File: src/rtl/gamepad_input_conditioner_unit_defines.svh
// Assertion macros shared by the gamepad input conditioner RTL.
// Depends on a clock named clk and an active-low reset named rst_n in scope.
`ifndef GAMEPAD_INPUT_CONDITIONER_UNIT_DEFINES_SVH
`define GAMEPAD_INPUT_CONDITIONER_UNIT_DEFINES_SVH

// Check a property on every clock edge outside reset.
`define GIC_ASSERT(label, prop, msg) \
    label: assert property (@(posedge clk) disable iff (!rst_n) (prop)) else $error(msg);

// Check that a condition implies a consequence on the following edge.
`define GIC_ASSERT_NEXT(label, ante, cons, msg) \
    label: assert property (@(posedge clk) disable iff (!rst_n) (ante) |=> (cons)) \
        else $error(msg);

`endif

File: src/rtl/gic_pkg.sv
// Types, constants and sequencer states of the gamepad input conditioner.
// No dependencies; imported by gamepad_input_conditioner_unit.
package gic_pkg;

    // Poll beat: raw controller state
    typedef struct packed {
        logic [15:0]        buttons;
        logic [7:0]         left_trigger;
        logic [7:0]         right_trigger;
        logic signed [15:0] left_x_raw;
        logic signed [15:0] left_y_raw;
        logic signed [15:0] right_x_raw;
        logic signed [15:0] right_y_raw;
    } gic_poll_t;

    // Result beat: button masks and Q1.15 stick directions
    typedef struct packed {
        logic [15:0]        pressed_mask;
        logic [15:0]        newly_pressed_mask;
        logic signed [15:0] left_x;
        logic signed [15:0] left_y;
        logic signed [15:0] right_x;
        logic signed [15:0] right_y;
    } gic_result_t;

    typedef enum logic [3:0] {
        ST_IDLE,
        ST_LOAD,
        ST_SQX,
        ST_SQY,
        ST_SUM,
        ST_CMP,
        ST_SQRT,
        ST_DIV_INIT,
        ST_DIV,
        ST_STORE,
        ST_DONE
    } gic_state_t;

    localparam int VBTN_COUNT = 16;
    localparam int LB2_IDX    = 14;
    localparam int RB2_IDX    = 11;

    // Raw button bit behind each virtual button; the trigger-driven ones are empty
    localparam logic [15:0] BUTTON_BITS [VBTN_COUNT] = '{
        16'h0001, 16'h0002, 16'h0004, 16'h0008, 16'h1000, 16'h2000, 16'h8000, 16'h4000,
        16'h0020, 16'h0010, 16'h0200, 16'h0000, 16'h0080, 16'h0100, 16'h0000, 16'h0040
    };

    localparam logic [14:0] DEADZONE_RESET = 15'd7865;

    // Datapath widths
    localparam int AX_W   = 30;   // scaled axis magnitude
    localparam int SQ_W   = 62;   // sum of squares, padded to whole bit pairs
    localparam int ROOT_W = 31;   // integer square root
    localparam int ACC_W  = 48;   // shared compare-subtract width
    localparam int QUO_W  = 17;   // output quotient
    localparam int CNT_W  = 5;

    localparam int SQRT_STEPS = SQ_W / 2;
    localparam int DIV_STEPS  = QUO_W;

    // Full-scale product 32767 * 32768 and the threshold of the normalized path
    localparam logic [63:0] SCALE_D    = 64'd1073709056;
    localparam logic [60:0] NORM_LIMIT = 61'((SCALE_D * SCALE_D) / 64'd1000000);

    // Small-magnitude path: (2|V| + 32767) / 65534
    localparam logic [ACC_W-1:0] TINY_ROUND = 48'd32767;
    localparam logic [31:0]      TINY_DIV   = 32'd65534;

    localparam logic [QUO_W-1:0] SAT_POS = 17'd32767;
    localparam logic [QUO_W-1:0] SAT_NEG = 17'd32768;

endpackage

File: src/rtl/gamepad_input_conditioner_unit.sv
// Gamepad input conditioner: button map, edge detect, stick deadzone and normalization.
// Depends on gic_pkg and the assertion macro header.
// A centred stick is zeroed in load; a stick that is not centred is squared, summed, compared,
// then divided per axis, with a square root before the divides when normalized.
// Throughput: one poll at a time; the FSM returns to idle as the result is registered.
// Reset clears the previous mask and result valid, sets the deadzone to 7865, idles the FSM.
`include "gamepad_input_conditioner_unit_defines.svh"

module gamepad_input_conditioner_unit
    import gic_pkg::*;
#(
    parameter int NUM_BUTTONS = 16
) (
    input  logic        clk,
    input  logic        rst_n,
    input  logic        cfg_wen,
    input  logic [14:0] cfg_wdata,
    input  logic        poll_valid,
    output logic        poll_stall,
    input  gic_poll_t   poll,
    output logic        result_valid,
    input  logic        result_stall,
    output gic_result_t result
);

    localparam logic [15:0] BTN_MASK = 16'((32'd1 << NUM_BUTTONS) - 32'd1);

    // Control state
    gic_state_t       state_reg, state_next;
    logic             stick_reg, stick_next;
    logic             axis_reg, axis_next;
    logic [CNT_W-1:0] cnt_reg, cnt_next;
    logic [14:0]      deadzone_reg, deadzone_next;
    logic [15:0]      prev_reg, prev_next;
    logic             result_valid_reg, result_valid_next;

    // Payload and datapath
    gic_poll_t          poll_reg, poll_next;
    logic [15:0]        pressed_reg, pressed_next;
    logic [15:0]        newly_reg, newly_next;
    logic [AX_W-1:0]    ax_reg, ax_next;
    logic [AX_W-1:0]    ay_reg, ay_next;
    logic               xpos_reg, xpos_next;
    logic               ypos_reg, ypos_next;
    logic [2*AX_W-1:0]  mul_reg, mul_next;
    logic [SQ_W-1:0]    s_reg, s_next;
    logic               tiny_reg, tiny_next;
    logic [ROOT_W-1:0]  root_reg, root_next;
    logic [ACC_W-1:0]   acc_reg, acc_next;
    logic [ACC_W-1:0]   dsh_reg, dsh_next;
    logic [QUO_W-1:0]   quo_reg, quo_next;
    logic signed [15:0] lx_reg, lx_next;
    logic signed [15:0] ly_reg, ly_next;
    logic signed [15:0] rx_reg, rx_next;
    logic signed [15:0] ry_reg, ry_next;
    gic_result_t        result_reg, result_next;

    // Combinational helpers
    logic [15:0]        pressed_raw;
    logic signed [15:0] cur_x, cur_y;
    logic               centred;
    logic [AX_W-1:0]    mul_in;
    logic [ACC_W-1:0]   unit_a, unit_b, unit_diff;
    logic               unit_ge;
    logic [AX_W-1:0]    ax_sel;
    logic               pos_sel;
    logic [15:0]        out_val;

    // Scaled magnitude: v * 32768 for positive v, |v| * 32767 otherwise
    function automatic logic [AX_W-1:0] scale_mag(input logic signed [15:0] v);
        logic [16:0] neg17;
        logic [30:0] tmp;
        neg17 = 17'd0 - {v[15], v};
        if (v > 16'sd0) begin
            tmp = {1'b0, v[14:0], 15'd0};
        end
        else begin
            tmp = {neg17[15:0], 15'd0} - 31'(neg17[15:0]);
        end
        return tmp[AX_W-1:0];
    endfunction

    // Centred when strictly inside the deadzone on one axis
    function automatic logic in_dz(input logic signed [15:0] v, input logic [14:0] dz);
        logic signed [16:0] v17;
        logic signed [16:0] dz17;
        v17  = {v[15], v};
        dz17 = {2'b00, dz};
        return (v17 < dz17) && (v17 > -dz17);
    endfunction

    // Map raw buttons and triggers to virtual buttons
    always_comb
    begin
        pressed_raw = '0;
        for (int i = 0; i < VBTN_COUNT; i++)
        begin
            pressed_raw[i] = |(poll.buttons & BUTTON_BITS[i]);
        end
        if (poll.left_trigger != 8'd0)
        begin
            pressed_raw[LB2_IDX] = 1'b1;
        end
        if (poll.right_trigger != 8'd0)
        begin
            pressed_raw[RB2_IDX] = 1'b1;
        end
        pressed_raw = pressed_raw & BTN_MASK;
    end

    // Select the stick and axis in work
    assign cur_x   = stick_reg ? poll_reg.right_x_raw : poll_reg.left_x_raw;
    assign cur_y   = stick_reg ? poll_reg.right_y_raw : poll_reg.left_y_raw;
    assign centred = in_dz(cur_x, deadzone_reg) && in_dz(cur_y, deadzone_reg);
    assign mul_in  = (state_reg == ST_SQX) ? ax_reg : ay_reg;
    assign ax_sel  = axis_reg ? ay_reg : ax_reg;
    assign pos_sel = axis_reg ? ypos_reg : xpos_reg;

    // Shared compare-subtract unit for square root and divide steps
    always_comb
    begin
        if (state_reg == ST_SQRT)
        begin
            unit_a = {acc_reg[ACC_W-3:0], s_reg[SQ_W-1:SQ_W-2]};
            unit_b = ACC_W'({root_reg, 2'b01});
        end
        else
        begin
            unit_a = acc_reg;
            unit_b = dsh_reg;
        end
    end

    assign unit_ge   = (unit_a >= unit_b);
    assign unit_diff = unit_a - unit_b;

    // Saturate and sign the quotient
    always_comb
    begin
        if (pos_sel)
        begin
            out_val = (quo_reg > SAT_POS) ? SAT_POS[15:0] : quo_reg[15:0];
        end
        else
        begin
            out_val = (quo_reg > SAT_NEG) ? SAT_NEG[15:0] : 16'd0 - quo_reg[15:0];
        end
    end

    // Sequencer: next state and datapath updates
    always_comb
    begin
        state_next        = state_reg;
        stick_next        = stick_reg;
        axis_next         = axis_reg;
        cnt_next          = cnt_reg;
        deadzone_next     = cfg_wen ? cfg_wdata : deadzone_reg;
        prev_next         = prev_reg;
        result_valid_next = result_valid_reg && result_stall;
        poll_next         = poll_reg;
        pressed_next      = pressed_reg;
        newly_next        = newly_reg;
        ax_next           = ax_reg;
        ay_next           = ay_reg;
        xpos_next         = xpos_reg;
        ypos_next         = ypos_reg;
        mul_next          = mul_reg;
        s_next            = s_reg;
        tiny_next         = tiny_reg;
        root_next         = root_reg;
        acc_next          = acc_reg;
        dsh_next          = dsh_reg;
        quo_next          = quo_reg;
        lx_next           = lx_reg;
        ly_next           = ly_reg;
        rx_next           = rx_reg;
        ry_next           = ry_reg;
        result_next       = result_reg;

        unique case (state_reg)
            ST_IDLE:
            begin
                if (poll_valid)
                begin
                    poll_next    = poll;
                    pressed_next = pressed_raw;
                    newly_next   = pressed_raw & ~prev_reg;
                    prev_next    = pressed_raw;
                    stick_next   = 1'b0;
                    state_next   = ST_LOAD;
                end
            end
            ST_LOAD:
            begin
                if (centred)
                begin
                    // Both axes centred: zero this stick and move on
                    if (stick_reg)
                    begin
                        rx_next    = '0;
                        ry_next    = '0;
                        state_next = ST_DONE;
                    end
                    else
                    begin
                        lx_next    = '0;
                        ly_next    = '0;
                        stick_next = 1'b1;
                    end
                end
                else
                begin
                    ax_next    = scale_mag(cur_x);
                    ay_next    = scale_mag(cur_y);
                    xpos_next  = (cur_x > 16'sd0);
                    ypos_next  = (cur_y > 16'sd0);
                    state_next = ST_SQX;
                end
            end
            ST_SQX:
            begin
                mul_next   = mul_in * mul_in;
                state_next = ST_SQY;
            end
            ST_SQY:
            begin
                s_next     = SQ_W'(mul_reg);
                mul_next   = mul_in * mul_in;
                state_next = ST_SUM;
            end
            ST_SUM:
            begin
                s_next     = s_reg + SQ_W'(mul_reg);
                state_next = ST_CMP;
            end
            ST_CMP:
            begin
                tiny_next = (s_reg[SQ_W-2:0] <= NORM_LIMIT);
                axis_next = 1'b0;
                if (s_reg[SQ_W-2:0] <= NORM_LIMIT)
                begin
                    state_next = ST_DIV_INIT;
                end
                else
                begin
                    acc_next   = '0;
                    root_next  = '0;
                    cnt_next   = CNT_W'(SQRT_STEPS - 1);
                    state_next = ST_SQRT;
                end
            end
            ST_SQRT:
            begin
                // One root bit per step from the next bit pair
                acc_next  = unit_ge ? unit_diff : unit_a;
                root_next = {root_reg[ROOT_W-2:0], unit_ge};
                s_next    = {s_reg[SQ_W-3:0], 2'b00};
                cnt_next  = cnt_reg - 1'b1;
                if (cnt_reg == '0)
                begin
                    state_next = ST_DIV_INIT;
                end
            end
            ST_DIV_INIT:
            begin
                if (tiny_reg)
                begin
                    acc_next = ACC_W'({ax_sel, 1'b0}) + TINY_ROUND;
                    dsh_next = {TINY_DIV, 16'd0};
                end
                else
                begin
                    acc_next = ACC_W'({ax_sel, 16'd0}) + ACC_W'(root_reg);
                    dsh_next = {root_reg, 1'b0, 16'd0};
                end
                quo_next   = '0;
                cnt_next   = CNT_W'(DIV_STEPS - 1);
                state_next = ST_DIV;
            end
            ST_DIV:
            begin
                // Restoring divide, one quotient bit per step
                acc_next = unit_ge ? unit_diff : acc_reg;
                quo_next = {quo_reg[QUO_W-2:0], unit_ge};
                dsh_next = {1'b0, dsh_reg[ACC_W-1:1]};
                cnt_next = cnt_reg - 1'b1;
                if (cnt_reg == '0)
                begin
                    state_next = ST_STORE;
                end
            end
            ST_STORE:
            begin
                case ({stick_reg, axis_reg})
                    2'b00:   lx_next = out_val;
                    2'b01:   ly_next = out_val;
                    2'b10:   rx_next = out_val;
                    default: ry_next = out_val;
                endcase
                if (!axis_reg)
                begin
                    axis_next  = 1'b1;
                    state_next = ST_DIV_INIT;
                end
                else if (!stick_reg)
                begin
                    stick_next = 1'b1;
                    state_next = ST_LOAD;
                end
                else
                begin
                    state_next = ST_DONE;
                end
            end
            ST_DONE:
            begin
                // Hand the beat over once the result register is free
                if (!result_valid_reg || !result_stall)
                begin
                    result_next.pressed_mask       = pressed_reg;
                    result_next.newly_pressed_mask = newly_reg;
                    result_next.left_x             = lx_reg;
                    result_next.left_y             = ly_reg;
                    result_next.right_x            = rx_reg;
                    result_next.right_y            = ry_reg;
                    result_valid_next              = 1'b1;
                    state_next                     = ST_IDLE;
                end
            end
            default:
            begin
                state_next = ST_IDLE;
            end
        endcase
    end

    // Control registers
    always_ff @(posedge clk or negedge rst_n)
    begin
        if (!rst_n)
        begin
            state_reg        <= ST_IDLE;
            stick_reg        <= 1'b0;
            axis_reg         <= 1'b0;
            cnt_reg          <= '0;
            deadzone_reg     <= DEADZONE_RESET;
            prev_reg         <= '0;
            result_valid_reg <= 1'b0;
        end
        else
        begin
            state_reg        <= state_next;
            stick_reg        <= stick_next;
            axis_reg         <= axis_next;
            cnt_reg          <= cnt_next;
            deadzone_reg     <= deadzone_next;
            prev_reg         <= prev_next;
            result_valid_reg <= result_valid_next;
        end
    end

    // Payload and datapath registers
    always_ff @(posedge clk)
    begin
        poll_reg    <= poll_next;
        pressed_reg <= pressed_next;
        newly_reg   <= newly_next;
        ax_reg      <= ax_next;
        ay_reg      <= ay_next;
        xpos_reg    <= xpos_next;
        ypos_reg    <= ypos_next;
        mul_reg     <= mul_next;
        s_reg       <= s_next;
        tiny_reg    <= tiny_next;
        root_reg    <= root_next;
        acc_reg     <= acc_next;
        dsh_reg     <= dsh_next;
        quo_reg     <= quo_next;
        lx_reg      <= lx_next;
        ly_reg      <= ly_next;
        rx_reg      <= rx_next;
        ry_reg      <= ry_next;
        result_reg  <= result_next;
    end

    assign poll_stall   = (state_reg != ST_IDLE);
    assign result_valid = result_valid_reg;
    assign result       = result_reg;

    // Normalized quotient never exceeds full scale
    `GIC_ASSERT(a_quo_bound,
                (state_reg == ST_STORE && !tiny_reg) |-> (quo_reg <= SAT_NEG),
                "normalized quotient above full scale")
    // Normalized divide never starts with a zero root
    `GIC_ASSERT(a_root_nonzero,
                (state_reg == ST_DIV_INIT && !tiny_reg) |-> (root_reg != '0),
                "zero divisor in normalized divide")
    // Newly pressed buttons are a subset of pressed ones
    `GIC_ASSERT(a_edge_subset,
                result_valid |-> ((result.newly_pressed_mask & ~result.pressed_mask) == 16'd0),
                "newly pressed outside pressed mask")
    // Buttons beyond the configured count stay clear
    `GIC_ASSERT(a_mask_width,
                result_valid |-> ((result.pressed_mask & ~BTN_MASK) == 16'd0),
                "pressed bit beyond button count")
    // A finished square root always leads into the first divide
    `GIC_ASSERT_NEXT(a_sqrt_to_div,
                     (state_reg == ST_SQRT && cnt_reg == '0),
                     (state_reg == ST_DIV_INIT && !axis_reg),
                     "square root did not hand over to divide")

endmodule

File: config.mk
export PLATFORM = sky130hd
export DESIGN_NAME = gamepad_input_conditioner_unit
export DESIGN_NICKNAME = d
export VERILOG_FILES = /design/src/rtl/gic_pkg.sv /design/src/rtl/gamepad_input_conditioner_unit.sv
export VERILOG_INCLUDE_DIRS = /design/src /design/src/rtl
export SDC_FILE = /design/constraint.sdc
export NUM_CORES = 2
export LEC_CHECK = 0
export BUFFER_PORTS_ARGS = -buffer_cell sky130_fd_sc_hd__buf_2
export CAP_MARGIN = 20
export CORE_UTILIZATION = 45
export CTS_CLUSTER_DIAMETER = 150
export DETAILED_ROUTE_END_ITERATION = 10
export HOLD_SLACK_MARGIN = 0.02
export PLACE_DENSITY = 0.71
export SLEW_MARGIN = 20
export SYNTH_ARGS = -nofsm -noshare
export SYNTH_HDL_FRONTEND = slang
export SYNTH_SLANG_ARGS = --single-unit
File: constraint.sdc
create_clock -name clk -period 15.3 [get_ports clk]
set_clock_uncertainty 0.15 [all_clocks]
set_input_delay 3.06 -clock clk [delete_from_list [all_inputs] [get_ports clk]]
set_output_delay 3.06 -clock clk [all_outputs]
set_load 0.05 [all_outputs]
After elaboration in Yosys (flattened, before gate mapping)
Index checks and enable logic that the tools add are counted.
{"block": "op_classes", "n_eq_ne": 27, "multipliers": 1, "n_bitwise": 3, "n_lt_le_gt_ge": 10, "n_addsub": 11, "n_reduce_logical": 36, "n_mux": 56}
{"cell": "two-way mux 48 bit", "count": 6}
{"cell": "two-way mux 16 bit", "count": 13}
{"cell": "one-hot mux 48 bit (4 select lines)", "count": 1}
{"cell": "one-hot mux 62 bit (3 select lines)", "count": 1}
{"cell": "one-hot mux 16 bit (2 select lines)", "count": 4}
{"cell": "two-way mux 30 bit", "count": 4}
{"cell": "one-hot mux 48 bit (2 select lines)", "count": 1}
{"cell": "adder 62 x 60 -> 62 bit", "count": 1}
{"cell": "one-hot mux 31 bit (2 select lines)", "count": 1}
{"cell": "less-or-equal comparator 61 x 41 -> 1 bit, second input constant", "count": 1}
{"cell": "multiplier 30 x 30 -> 60 bit", "count": 1}
{"cell": "subtractor 30 x 16 -> 30 bit", "count": 2}
{"cell": ">= comparator 48 bit", "count": 1}
{"cell": "subtractor 1 x 16 -> 16 bit, first input constant", "count": 3}
{"cell": "subtractor 48 bit", "count": 1}
{"cell": "adder 46 x 31 -> 47 bit", "count": 1}
{"cell": "two-way mux 47 bit", "count": 1}
{"cell": "one-hot mux 4 bit (11 select lines)", "count": 1}
{"cell": "greater-than comparator 16 x 17 -> 1 bit", "count": 2}
{"cell": "one-hot mux 17 bit (2 select lines)", "count": 1}
{"cell": "adder 31 x 15 -> 32 bit, second input constant", "count": 1}
{"cell": "greater-than comparator 16 x 1 -> 1 bit, second input constant", "count": 2}
{"cell": "< comparator 16 bit", "count": 2}
{"cell": "two-way mux 4 bit", "count": 8}
{"cell": "other kinds (38)", "count": 84}
{"block": "word_totals", "register_bits": 628, "wordCells": 180, "output_inout_bits": 98, "in_bits": 116}

Depth between registers and ports, before layout
{"block": "depth", "word_depth": 6, "depth_mapped": 37, "mapped_depth_nobuf": 34}

Worst setup path after synthesis
No wires, ideal clock.
{"block": "synth_path", "kind": "input to register", "startpoint": "in result_stall", "endpoint": "reg result_reg, in the netlist result[0] (enable)", "arrival_time_ns": 10.116, "required_time_ns": 14.462, "stages": 2, "path_slack_ns": 4.346, "setup_time_ns": 0.688, "cell_sequence": "nand2_1 > nor3b_1"}
{"block": "synth_between", "elab_chain_cells": 3}
{"item": "start, declared", "line_no": "gamepad_input_conditioner_unit.sv:22", "text": "input logic result_stall,"}
{"item": "zero test 1 bit", "line_no": "gamepad_input_conditioner_unit.sv:318", "text": "if (!result_valid_reg || !result_stall)"}
{"item": "logical OR 1 bit", "line_no": "gamepad_input_conditioner_unit.sv:318"}
{"item": "AND reduction 2 bit (no line)"}
{"item": "end signal, assigned", "line_no": "gamepad_input_conditioner_unit.sv:383", "text": "result_reg <= result_next;"}
{"item": "end, declared", "line_no": "gamepad_input_conditioner_unit.sv:56", "text": "gic_result_t result_reg, result_next;"}
Every way passes these cells.
A chain may end at the register's enable or synchronous reset.

Final worst setup path
{"block": "layout_path", "startpoint": "reg state_reg[0]", "endpoint": "reg mul_reg[58] (data pin)"}
{"block": "layout_between", "elab_chain_cells": 3}
{"item": "start, declared", "line_no": "gamepad_input_conditioner_unit.sv:29", "text": "gic_state_t state_reg, state_next;"}
{"item": "start signal, assigned", "line_no": "gamepad_input_conditioner_unit.sv:352", "text": "state_reg <= state_next;"}
{"item": "equality test 4 x 2 -> 1 bit", "line_no": "gamepad_input_conditioner_unit.sv:115, gamepad_input_conditioner_unit.sv:180"}
{"item": "two-way mux 30 bit", "line_no": "gamepad_input_conditioner_unit.sv:115", "text": "assign mul_in = (state_reg == ST_SQX) ? ax_reg : ay_reg;"}
{"item": "multiplier 30 x 30 -> 60 bit", "line_no": "gamepad_input_conditioner_unit.sv:222, gamepad_input_conditioner_unit.sv:228"}
{"item": "end signal, assigned", "line_no": "gamepad_input_conditioner_unit.sv:372", "text": "mul_reg <= mul_next;"}
{"item": "end, declared", "line_no": "gamepad_input_conditioner_unit.sv:45", "text": "logic [2*AX_W-1:0] mul_reg, mul_next;"}
Every way passes these cells.

==> impl_metrics.yaml <==
worst_setup_path:
  cpPeakStageDelay_ps: 960
  worst-setup-path-type: "flip-flop to flip-flop"
  required_ps: 15550
  cp_max_fo: 35
  start_kind: "flip-flop"
  nature_of_the_critical_path_endpoint: "flip-flop"
  crit_arrival_ps: 12410
  crit_path_frequent_cell: "sky130_fd_sc_hd__fa_1"
  timing.critical_path.slowest_stage_cell: "sky130_fd_sc_hd__clkinv_1"
floorplanning:
  fp.dieArea_mm2: 0.1389
  fp.coreArea_mm2: 0.1358
  ios: 214
  row_count: 135
  chipHeight_um: 372.7
  dieWidth_um: 372.7
  start_util_pct: 45.52
timing:
  fmax_mhz: 82.23
  final.period_utilization_pct: 79.48
  period_needed_ps: 12160
  setup_tns_ps: 0
  final_setup_vio_count: 0
  report.final.hold_viol_count: 0
  timing.slew.headroom_pct: 23.33
  slew_viol_final: 0
  tightestPinTransition_ps: 1118
  rsz0062_at_grt: "no"
min_path:
  worstHoldPathType: "flip-flop to flip-flop"
routing:
  dr_drc_count: 0
  dr.first_iter.drc_count: 4362
  vias_per_cell: 5.666
  route.vias.total: 46624
  total_wire_length_after_detailed_routing_mm: 173.5
  detail_route.wl_per_cell_um: 21.08
  first_pass_iters: 5
  drt.antenna.violating_nets: 0
placement:
  placed_area_mm2: 0.06492
  globalplace.congestion: 0.9396
  port-buffer-count: 211
  placed_cells_incl_taps: 8092
  detailed_place_hpwl_mm: 130.7
global_routing:
  gr_overflow_total: 0
  grt_max_degree: 84
  grt_util_all_layers_pct: 24.86
  first_pass_grt_wire_length_mm: 270.9
  number_of_global_route_vias_before_repair: 48144
  grt_antenna_before_repair: 8
synth:
  synth_ff_type: "sky130_fd_sc_hd__edfxtp_1"
  yosysSeqAreaShare_pct: 30.13
  synth_async_sr_flop_share_pct: 6.858
  synth_top_cell_area_share_pct: 28.37
  synth.cell_area_mm2: 0.06182
  yosys_warnings: 0
  synth_area_per_cell_um2: 9.899
  yosys_register_bits: 627
  synth_fp_nets: 7512
  ys_types: 107
  syn_inst_count: 6245
  post-synth-top-area-cell: "sky130_fd_sc_hd__edfxtp_1"
  post_synth_main_area_contributors: "sky130_fd_sc_hd__edfxtp_1, sky130_fd_sc_hd__fa_1, sky130_fd_sc_hd__ha_1, sky130_fd_sc_hd__inv_1, sky130_fd_sc_hd__nand2_1"
  synth-edff-count: 584
cts:
  cts_buffer_depth: 3
  post-cts-setup-buffers: 0
  ctsHtreeMaxLevel: 3
  clock-sinks: 627
  cts_hold_repair.buffers: 0
  numCtsBuffers: 73
  worst_skew_pair.late_latency_ps: 680
  cts_tree: "done"
  cts_root_buf: "sky130_fd_sc_hd__clkbuf_16"
  cts.repair.resized: 0
  path_clk_slew_ps: 60
layout:
  stdcell_area_mm2: 0.06756
  post_route_cells_drive_above_1_share_pct: 8.367
  layout.nets: 7653
  fillers: 12291
  multiInputGateArea_mm2: 0.03868
  final-seq-area_mm2: 0.01863
  fin_cells: 8229
  layout-area-overhead-vs-synth_pct: 9.283
  largest_reg_flops: 96
status:
  status: "complete, no violations"
job:
  drv_cap: 0
## metal layers
metal	global-route usage (%)	vias to the layer above	wire length (µm)
li1	-	21122	-
met4	9.988	4	7083
met5	0	-	24
met3	4.567	423	13880
met2	39.98	1775	80410
met1	33.14	23300	72050
## per-stage QoR
step | worst slack (ps) | util, % | hold WS (ps)
global route | 2693 | 49.75 | 267.0
CTS | 3294 | 49.74 | 257.9
detailed placement | 3341 | 47.81 | 254.5
floorplan | 4346 | - | 250.3
global placement | 3546 | 47.80 | 251.5
finish | 3139 | 49.75 | 257.2
## worst max-delay path: cells and delay by family (launching register included)
| kind | cells | cell delay, ps |
|---|---|---|
| fa+ha+maj | 9 | 4280 |
| simple gates | 5 | 1930 |
| flops | 1 | 570 |
| compound gates | 8 | 2330 |
| xor+xnor | 1 | 150 |
| mux | 1 | 690 |
| buf+inv | 6 | 1690 |
## layout make-up
type,instances,share of cell area [%]
repair buffers,290,2.445
well taps,1781,3.298
clock buffers,83,2.759
inverters,996,5.537
flip-flops and latches,627,27.57
multi-input cells,4398,57.25
clock inverters,48,1.117
diodes,6,0.02222
## layout by cell type (no fill, tap or decap), drive strengths merged, types with 35 or more instances in the layout
master / n
nand2: 712
nand3: 63
o221ai: 35
nor3: 87
edfxtp: 584
xnor2: 203
nand4: 57
mux2: 39
buf: 290
a21oi: 318
and2: 76
a21o: 120
mux2i: 89
and3: 66
nor2b: 52
inv: 990
xor2: 120
o21a: 35
fa: 707
o21ai: 236
a31oi: 38
clkbuf: 83
nor2: 478
ha: 444
## path summary, 6_finish.rpt
path / startpoint / endpoint / slack, ps / cells past startpoint
hold reg to reg: rx_reg[14]$_DFFE_PP_ / result[30]$_DFFE_PP_ / 260 / 0
hold / removal: rx_reg[14]$_DFFE_PP_ / result[30]$_DFFE_PP_ / 260 / 0
setup reg to reg: state_reg[0]$_DFFE_PN0P_ / mul_reg[58]$_DFFE_PP_ / 3140 / 30
setup / recovery: state_reg[0]$_DFFE_PN0P_ / mul_reg[58]$_DFFE_PP_ / 3140 / 30
min in group asynchronous: rst_n / prev_reg[12]$_DFFE_PN0P_ / 2250 / 1
max in group asynchronous: rst_n / state_reg[1]$_DFFE_PN0P_ / 12260 / 1
## cells by family after synthesis
kind of cell	synth area share [%]
and+or+nand+nor	13.30
buffers and inverters	7.553
adders and majority gates	31.88
AOI/OAI and AO/OA	10.37
DFF	30.13
xor gates and xnor gates	4.588
muxes	2.178
## Yosys cell counts (all sizes together), types with 38 or more instances
cell type	number
a21o	120
a21oi	318
a31oi	38
and2	76
and3	66
clkbuf	195
edfxtp	584
fa	707
ha	444
inv	988
mux2	39
mux2i	89
nand2	712
nand3	63
nand4	57
nor2	478
nor2b	52
nor3	87
o21ai	236
xnor2	203
xor2	120
Power is left out: the tool's default activity adds up to more than one toggle a clock period on the data nets, which glitch-free logic cannot reach.
